==> config.mk <==
export PLATFORM = sky130hd
export DESIGN_NAME = stable_descending_selection_sort_unit
export DESIGN_NICKNAME = d
export VERILOG_FILES = /design/src/hw/rtl/sdss_pkg.sv /design/src/hw/rtl/stable_descending_selection_sort_unit.sv
export VERILOG_INCLUDE_DIRS = /design/src /design/src/hw/rtl
export SDC_FILE = /design/constraint.sdc
export NUM_CORES = 2
export LEC_CHECK = 0
export ABC_AREA = 1
export BUFFER_PORTS_ARGS = -buffer_cell sky130_fd_sc_hd__buf_4
export CAP_MARGIN = 20
export CORE_MARGIN = 10
export CORE_UTILIZATION = 30
export CTS_CLUSTER_DIAMETER = 40
export DETAILED_ROUTE_END_ITERATION = 12
export GPL_ROUTABILITY_DRIVEN = 0
export PLACE_DENSITY = 0.54
export SLEW_MARGIN = 15
export SYNTH_ARGS = -nofsm -noshare
export SYNTH_HDL_FRONTEND = slang
export SYNTH_SLANG_ARGS = --single-unit
==> constraint.sdc <==
create_clock -name clk -period 7.2 [get_ports clk]
set_input_delay 0.36 -clock clk [delete_from_list [all_inputs] [get_ports clk]]
set_output_delay 0.36 -clock clk [all_outputs]
set_load 0.01 [all_outputs]
==> src/hw/rtl/stable_descending_selection_sort_unit_assert.svh <==
// Assertion macros for the stable descending selection sort unit.
// Depends on a clock named clk and an active-low reset named rst_n in the including scope.
`ifndef STABLE_DESCENDING_SELECTION_SORT_UNIT_ASSERT_SVH
`define STABLE_DESCENDING_SELECTION_SORT_UNIT_ASSERT_SVH

// Check a property on every rising edge outside reset
`define SDSS_ASSERT(label, prop, msg) \
    label: assert property (@(posedge clk) disable iff (!rst_n) (prop)) else $error(msg);

// Check that an antecedent implies a consequent in the same cycle
`define SDSS_ASSERT_IMPL(label, ante, cons, msg) \
    `SDSS_ASSERT(label, (ante) |-> (cons), msg)

// Check that an antecedent implies a consequent in the next cycle
`define SDSS_ASSERT_NEXT(label, ante, cons, msg) \
    `SDSS_ASSERT(label, (ante) |=> (cons), msg)

`endif

==> src/hw/rtl/sdss_pkg.sv <==
// Package for the stable descending selection sort unit.
// Holds store sizing, field widths and the control state type; no dependencies.
package sdss_pkg;

    localparam int STORE_DEPTH = 32;
    localparam int IDX_W       = $clog2(STORE_DEPTH);
    localparam int CNT_W       = $clog2(STORE_DEPTH + 1);
    localparam int KEY_W       = 32;
    localparam int TAG_W       = 16;
    localparam int WORD_W      = KEY_W + TAG_W;

    typedef enum logic [1:0] {
        ST_IDLE,
        ST_SCAN,
        ST_DRAIN,
        ST_EMIT
    } sort_state_t;

endpackage

==> src/hw/rtl/stable_descending_selection_sort_unit.sv <==
// Stable descending selection sort unit: loads records into an on-chip store and emits them
// by key, largest first. Depends on sdss_pkg and stable_descending_selection_sort_unit_assert.svh.
//
// Usage: a word is taken at a rising edge with start high and busy low; a load takes one
// cycle and busy stays low, so records may be loaded back to back. A word with set_end high
// ends the set (it is stored first unless the store already holds STORE_DEPTH records, in
// which case it is dropped and overflowed is raised on every result of the set). busy then
// rises and the n stored records leave in descending signed Q16.16 key order, equal keys in
// arrival order. Each result is on the result ports for exactly one cycle with strobe high;
// the receiver cannot stall, so it must take every strobed word. Finding one result is a
// full scan of the record memory through its single read port: n reads, then a drain state
// that waits on the registered read data, then the emit state. run_last marks the final
// result; busy falls in the cycle after it.
`include "stable_descending_selection_sort_unit_assert.svh"

module stable_descending_selection_sort_unit
(
    input  logic                              clk,
    input  logic                              rst_n,
    input  logic                              start,
    output logic                              busy,
    input  logic signed [sdss_pkg::KEY_W-1:0] fitness_key,
    input  logic        [sdss_pkg::TAG_W-1:0] payload_tag,
    input  logic                              set_end,
    output logic                              strobe,
    output logic signed [sdss_pkg::KEY_W-1:0] sorted_key,
    output logic        [sdss_pkg::TAG_W-1:0] sorted_tag,
    output logic                              run_last,
    output logic                              overflowed
);

    sdss_pkg::sort_state_t state_reg, state_next;

    logic [sdss_pkg::CNT_W-1:0]       fill_count_reg, fill_count_next;
    logic                             drop_seen_reg, drop_seen_next;
    logic [sdss_pkg::STORE_DEPTH-1:0] taken_reg, taken_next;
    logic [sdss_pkg::IDX_W-1:0]       scan_idx_reg, scan_idx_next;
    logic                             cmp_vld_reg, cmp_vld_next;
    logic [sdss_pkg::IDX_W-1:0]       cmp_idx_reg, cmp_idx_next;
    logic                             have_reg, have_next;
    logic signed [sdss_pkg::KEY_W-1:0] best_key_reg, best_key_next;
    logic [sdss_pkg::TAG_W-1:0]       best_tag_reg, best_tag_next;
    logic [sdss_pkg::IDX_W-1:0]       best_idx_reg, best_idx_next;
    logic [sdss_pkg::IDX_W-1:0]       emit_cnt_reg, emit_cnt_next;

    logic [sdss_pkg::WORD_W-1:0]      mem [sdss_pkg::STORE_DEPTH];
    logic [sdss_pkg::WORD_W-1:0]      rd_data_reg;

    logic                             accept;
    logic                             wr_en;
    logic                             rd_en;
    logic [sdss_pkg::CNT_W-1:0]       last_pos;
    logic                             scan_last;
    logic                             emit_last;
    logic signed [sdss_pkg::KEY_W-1:0] rd_key;
    logic [sdss_pkg::TAG_W-1:0]       rd_tag;
    logic                             cand;

    // Decode handshake and position flags
    assign accept    = start && !busy;
    assign wr_en     = accept && (fill_count_reg < sdss_pkg::CNT_W'(sdss_pkg::STORE_DEPTH));
    assign rd_en     = (state_reg == sdss_pkg::ST_SCAN);
    assign last_pos  = fill_count_reg - sdss_pkg::CNT_W'(1);
    assign scan_last = ({1'b0, scan_idx_reg} == last_pos);
    assign emit_last = ({1'b0, emit_cnt_reg} == last_pos);
    assign rd_key    = rd_data_reg[sdss_pkg::WORD_W-1 -: sdss_pkg::KEY_W];
    assign rd_tag    = rd_data_reg[sdss_pkg::TAG_W-1:0];

    // Keep the first remaining maximum: replace only on a strictly larger key
    assign cand = cmp_vld_reg && !taken_reg[cmp_idx_reg]
                  && (!have_reg || (rd_key > best_key_reg));

    // Record memory: one write port for loads, one registered read port for scans
    always_ff @(posedge clk)
    begin
        if (wr_en)
        begin
            mem[fill_count_reg[sdss_pkg::IDX_W-1:0]] <= {fitness_key, payload_tag};
        end
        if (rd_en)
        begin
            rd_data_reg <= mem[scan_idx_reg];
        end
    end

    // Next state
    always_comb
    begin
        state_next = state_reg;
        unique case (state_reg)
            sdss_pkg::ST_IDLE:
            begin
                if (accept && set_end)
                begin
                    state_next = sdss_pkg::ST_SCAN;
                end
            end
            sdss_pkg::ST_SCAN:
            begin
                if (scan_last)
                begin
                    state_next = sdss_pkg::ST_DRAIN;
                end
            end
            sdss_pkg::ST_DRAIN:
            begin
                state_next = sdss_pkg::ST_EMIT;
            end
            sdss_pkg::ST_EMIT:
            begin
                state_next = emit_last ? sdss_pkg::ST_IDLE : sdss_pkg::ST_SCAN;
            end
            default:
            begin
                state_next = sdss_pkg::ST_IDLE;
            end
        endcase
    end

    // State outputs
    always_comb
    begin
        busy   = 1'b1;
        strobe = 1'b0;
        unique case (state_reg) inside
            sdss_pkg::ST_IDLE:
            begin
                busy = 1'b0;
            end
            sdss_pkg::ST_SCAN, sdss_pkg::ST_DRAIN:
            begin
                busy = 1'b1;
            end
            sdss_pkg::ST_EMIT:
            begin
                strobe = 1'b1;
            end
            default:
            begin
                busy = 1'b1;
            end
        endcase
    end

    // Drive the result word from the winner registers
    assign sorted_key = best_key_reg;
    assign sorted_tag = best_tag_reg;
    assign run_last   = strobe && emit_last;
    assign overflowed = drop_seen_reg;

    // Datapath next values: load counters, scan pointer, compare stage, winner
    always_comb
    begin
        fill_count_next = fill_count_reg;
        drop_seen_next  = drop_seen_reg;
        taken_next      = taken_reg;
        scan_idx_next   = scan_idx_reg;
        cmp_vld_next    = rd_en;
        cmp_idx_next    = scan_idx_reg;
        have_next       = have_reg;
        best_key_next   = best_key_reg;
        best_tag_next   = best_tag_reg;
        best_idx_next   = best_idx_reg;
        emit_cnt_next   = emit_cnt_reg;

        // Count stored records, flag drops
        if (wr_en)
        begin
            fill_count_next = fill_count_reg + sdss_pkg::CNT_W'(1);
        end
        else if (accept)
        begin
            drop_seen_next = 1'b1;
        end

        // Advance the read pointer
        if (rd_en)
        begin
            scan_idx_next = scan_last ? '0 : scan_idx_reg + sdss_pkg::IDX_W'(1);
        end

        // Capture a better candidate
        if (cand)
        begin
            have_next     = 1'b1;
            best_key_next = rd_key;
            best_tag_next = rd_tag;
            best_idx_next = cmp_idx_reg;
        end

        // Retire the winner; empty the store after the final one
        if (state_reg == sdss_pkg::ST_EMIT)
        begin
            have_next = 1'b0;
            if (emit_last)
            begin
                taken_next      = '0;
                fill_count_next = '0;
                drop_seen_next  = 1'b0;
                emit_cnt_next   = '0;
            end
            else
            begin
                taken_next[best_idx_reg] = 1'b1;
                emit_cnt_next = emit_cnt_reg + sdss_pkg::IDX_W'(1);
            end
        end
    end

    // Control registers
    always_ff @(posedge clk or negedge rst_n)
    begin
        if (!rst_n)
        begin
            state_reg      <= sdss_pkg::ST_IDLE;
            fill_count_reg <= '0;
            drop_seen_reg  <= 1'b0;
            taken_reg      <= '0;
            scan_idx_reg   <= '0;
            cmp_vld_reg    <= 1'b0;
            have_reg       <= 1'b0;
            emit_cnt_reg   <= '0;
        end
        else
        begin
            state_reg      <= state_next;
            fill_count_reg <= fill_count_next;
            drop_seen_reg  <= drop_seen_next;
            taken_reg      <= taken_next;
            scan_idx_reg   <= scan_idx_next;
            cmp_vld_reg    <= cmp_vld_next;
            have_reg       <= have_next;
            emit_cnt_reg   <= emit_cnt_next;
        end
    end

    // Payload registers
    always_ff @(posedge clk)
    begin
        cmp_idx_reg  <= cmp_idx_next;
        best_key_reg <= best_key_next;
        best_tag_reg <= best_tag_next;
        best_idx_reg <= best_idx_next;
    end

    `SDSS_ASSERT_IMPL(a_strobe_busy, strobe, busy && have_reg, "result strobed without a winner")
    `SDSS_ASSERT_IMPL(a_winner_fresh, strobe, !taken_reg[best_idx_reg], "winner already emitted")
    `SDSS_ASSERT_NEXT(a_last_frees, run_last, !busy && (fill_count_reg == '0), "store not emptied")
    `SDSS_ASSERT(a_fill_bound, fill_count_reg <= sdss_pkg::CNT_W'(sdss_pkg::STORE_DEPTH), "overfilled")
    `SDSS_ASSERT_IMPL(a_idle_clear, !busy, (taken_reg == '0) && !cmp_vld_reg, "idle with marks set")

endmodule

# After elaboration in Yosys (flattened, before gate mapping)
# Memories as Yosys holds them, arrays and structs flattened. A register that Yosys moved wholly into a read port is not among the register bits.
# Index checks and enable logic that the tools add are counted.
# totals
output_inout_bits	52
mem_bits_rw	1536
reg_bits	111
wordCells	67
inputBits	52
mem_count	1
# op_classes
n_bitwise	1
n_eq_ne	7
n_addsub	4
n_reduce_logical	13
n_mux	24
order_cmp	5
# mem_list
name	words	word_bits	rd	rd_ports_with_merged_regs	write_ports	line	text
mem	32	48	1	1	1	stable_descending_selection_sort_unit.sv:46	logic [sdss_pkg::WORD_W-1:0] mem [sdss_pkg::STORE_DEPTH];
# op_table
cell	count
$gt A32 B32 Y1	1
$mux W32	1
$or A32 B32 Y32	1
$mux W6	3
$mux W1	13
$eq A5 B6 Y1	2
$lt A5 B6 Y1 const B	2
$add A5 B1 Y5 const B	2
$mux W5	2
$pmux W2 S4	1
$logic_and A1 B1 Y1	7
$add A6 B1 Y6 const B	1
$lt A6 B6 Y1 const B	1
$sub A6 B1 Y6 const B	1
$bmux W1 S5	1
$demux W1 S5	1
$ge A5 B1 Y1 const B	1
$eq A2 B2 Y1 const B	2
$mux W2	2
$ne A2 B1 Y1 const B	2
$eq A2 B1 Y1 const B	1
$logic_not A1 Y1	2
$logic_not A2 Y1	1
$reduce_and A2 Y1	1
2 further kinds	2

# Logic depth before layout (Yosys ltp)
# logic_depth
depth_word	7
ltp_mapped	13
depth_no_buf	13

# Worst setup path before layout
# No wires, ideal clock.
# synth_timing
kind	flip-flop to flip-flop
startpoint	register state_reg[1]
endpoint	memory mem[15][0] in the netlist's numbering, enable pin
t_arrival_ps	4614
path_stages_with_launch	9
setup_ps	513
slack_ps	2073
required_ps	6687
synth_period_minus_slack_ps	5127
n_path_buf	0
path_cell_list	dfrtp_1 > inv_1 > ha_1 > nand2_1 > nor2_1 > nand2_1 > nor2_1 > inv_1 > nor3_1
# synth_between
elab_chain_len	5
# synth_lines
item	line	text
start, declared	stable_descending_selection_sort_unit.sv:32	sdss_pkg::sort_state_t state_reg, state_next;
start signal, assigned	stable_descending_selection_sort_unit.sv:215	state_reg <= sdss_pkg::ST_IDLE;
start signal, assigned	stable_descending_selection_sort_unit.sv:226	state_reg <= state_next;
$logic_not A2 Y1	-	
$logic_and A1 B1 Y1	stable_descending_selection_sort_unit.sv:60	assign accept = start && !busy;
$logic_and A1 B1 Y1	stable_descending_selection_sort_unit.sv:61	assign wr_en = accept && (fill_count_reg < sdss_pkg::CNT_W'(sdss_pkg::STORE_DEPTH));
$mux W1	stable_descending_selection_sort_unit.sv:76	if (wr_en)
$mux W1 (not written as such)	stable_descending_selection_sort_unit.sv:78	mem[fill_count_reg[sdss_pkg::IDX_W-1:0]] <= {fitness_key, payload_tag};
end, declared	stable_descending_selection_sort_unit.sv:46	
# No other way between the ends.

==> flow_metrics.tcl <==
set metrics [dict create \
    status "completed" \
    grt_usage_pct 16.2 \
    reg2reg_from "cmp_idx_next[0]" \
    ir_drop_mv 0.367 \
    p_total_uw 32600 \
    ant_nets 0 \
    routed_wl_um 204000 \
    synth.avg_cell_area_um2 13.4 \
    viasPerCell 5.18 \
    insertion_delay_ns 0.86 \
    yosys_warnings 0 \
    synth_area_um2 66600 \
    clk_pin_slew_ns 0.06 \
    end_kind "register" \
    crit_type "reg -> reg" \
    syn_inst 4967 \
    cts_setup_buffers 0 \
    rows 172 \
    drive_above_1_share_pct 11.8 \
    die_area_um2 241000 \
    cp_slowest_stage_delay_ns 0.77 \
    drc 0 \
    synth_commonest_cells "edfxtp_1 (1637), nor2_1 (828), o21ai_0 (713)" \
    clockBufferDepth 3 \
    synth_top_area_share_pct 73.8 \
    ff_latch_area_um2 50600 \
    crit_top_cell "buf_4" \
    crit_arrival_ns 4.78 \
    cp.required_ns 7.91 \
    antenna_found_initial 16 \
    worstHoldStart "start" \
    fin_worst_skew_ns 0.0404 \
    syn-num-nets 5062 \
    slew_violations 0 \
    htree_levels 4 \
    ios 104 \
    dp_hpwl_um 104000 \
    max_freq_ghz 0.245 \
    synth_edf_count 1637 \
    final_core_util_pct 35.8 \
    period_needed_ns 4.07 \
    wl_per_cell_um 24.6 \
    gr-total-overflow 0 \
    num_vias 42786 \
    core_um2 220000 \
    synth_top_cell_by_area "edfxtp_1" \
    slowest_stage "dfrtp_4" \
    rsz0062_at_grt "no" \
    grt_pass1_wl_um 295000 \
    tightest_slew_ns 1.16 \
    die_h_um 491 \
    firstDrtPassIters 6 \
    yosysMostFrequentCell "edfxtp_1" \
    async_flop_share_pct 3.13 \
    worst-path-buf-inv 4 \
    setup_viol 0 \
    largest_reg_flops 1536 \
    root_buffer "clkbuf_16" \
    path_delay_family "buffers and inverters" \
    synth_ff_type "edfxtp_1" \
    hp-class "in -> reg" \
    ys_ff_latch 1695 \
    max_cap_violations 0 \
    path_max_fanout 225 \
    fin_setup_tns_ns 0 \
    setup.worst_path.start_class "register" \
    power.leakage_uw 0.0258 \
    clock-sinks 1695 \
    synth_area_leaders "edfxtp_1 (74%), o21ai_0 (5.4%), nor2_1 (4.7%)" \
    maxSlewHeadroom_pct 22.5 \
    finalNetCount 5189 \
    drt_iter0_drc 4914 \
    grt_max_degree 231 \
    p_per_area_nw_per_um2 414 \
    multi_input_area_um2 14100 \
    areaGrowthSynthToFinish_pct 18.5 \
    cts_tree "built" \
    hold_violations 0 \
    first_global_vias 41396 \
    fp.dieW_um 491 \
    cp-startpoint "cmp_idx_next[0]" \
    ctsResizeCount 0 \
    port_buffers 103 \
    initial_utilization_pct 30.2 \
    seq_area_frac_synth_pct 75.9 \
    finalCritPeriodShare_pct 56.6 \
    yosysUniqueCellTypes 35 \
    path_cells "inv_16, buf_4, buf_4, o21ai_0, o221ai_1, nand3_1, nand4_1, o21ai_1, inv_1" \
    cts_buffers 229 \
    n_fill_cell 21085 \
]
-- worst paths after layout --
| kind | slack [ns] | cells after the start | endpoint |
|---|---|---|---|
| worst max-delay path | 3.13 | 9 | rd_data_reg[35] |
| worst min-delay path | 0.08 | 5 | state_reg[0] |
| worst max register to register | 3.13 | 9 | rd_data_reg[35] |
| worst min register to register | 0.41 | 0 | sorted_tag[0] |
| max in group asynchronous | 6.51 | 2 | cmp_idx_next[1] |
| min in group asynchronous | 0.11 | 2 | taken_reg[17] |
-- timing repair --
action	in CTS	in global routing
hold buffers	50	0
endpoints found under the setup margin	0	0
endpoints found under the hold margin	1591	0
-- per-layer routing --
layer	share of wire (%)	track usage [%]	wire [um]	vias up
li1	-	-	-	18853
met1	44	22.6	88800	21768
met2	46	25.6	93700	1782
met3	7.3	2.75	14800	381
met4	3.1	5.16	6300	2
met5	0.0064	0	13	-
-- final cells by class --
| cell class | instances | share of cell area [%] |
|---|---|---|
| sequential | 1695 | 64.1 |
| clock buffer | 251 | 7.43 |
| clock inverter | 182 | 2.57 |
| inverter | 192 | 0.950 |
| tap | 2958 | 4.69 |
| timing repair buffer | 225 | 2.41 |
| multi-input combinational | 2751 | 17.8 |
| antenna | 7 | 0.0222 |
-- cell families (layout without fill, tap and decap cells) --
kind of cell / count (synthesis) / after routing / share of synthesized area (%)
DFF: 1695 / 1695 / 75.9
and+or+nand+nor: 1359 / 1359 / 8.19
xor gates and xnor gates: 11 / 11 / 0.145
buffers and inverters: 521 / 850 / 3.35
adders and majority gates: 43 / 43 / 0.808
other: 0 / 7 / 0
AOI/OAI and AO/OA: 1338 / 1338 / 11.6
-- worst reg2reg max path, stage by stage (launching register included) --
cell and delay (ns):
dfrtp_4 0.77, inv_16 0.66, buf_4 0.92, buf_4 0.74, o21ai_0 0.22, o221ai_1 0.22, nand3_1 0.11, nand4_1 0.10
o21ai_1 0.09, inv_1 0.08
-- layout by cell type (no fill, tap or decap), types with 11 or more instances in the layout --
cell / n
a21oi_1: 23
edfxtp_1: 1637
o221ai_1: 140
o211ai_1: 57
nor2_4: 30
o21ai_0: 713
dfrtp_1: 49
clkinvlp_4: 31
bufinv_16: 25
ha_1: 42
nor2_1: 799
inv_1: 182
o22ai_1: 244
o21ai_1: 151
clkbuf_1: 19
nand3_1: 144
xor2_1: 11
nand4_1: 54
inv_8: 11
clkbuf_16: 231
clkinv_1: 25
clkinv_2: 22
clkinv_4: 22
nand2_1: 318
inv_6: 36
buf_4: 168
dlygate4sd3_1: 50
-- metrics by stage --
step | instances | cell area, um^2 | hold slack (ns) | setup slack, ns
6_report | 8261 | 78900 | 0.0789 | 3.13
5_1_grt | 8256 | 78900 | 0.0712 | 2.83
4_1_cts | 8254 | 78900 | 0.00899 | 3.17
3_5_place_dp | 7771 | 70500 | 0.406 | 3.21
3_3_place_gp | 7771 | 70500 | 0.403 | 3.29
2_1_floorplan | 4967 | 66600 | 0.0644 | 2.07
-- power by group --
part           switching (uW)  leakage, uW  internal [uW]
logic                    6250      0.00652           2470
clock network            4600      0.00377           6890
registers                 733       0.0155          11700
(Power assumes the default switching activity.)
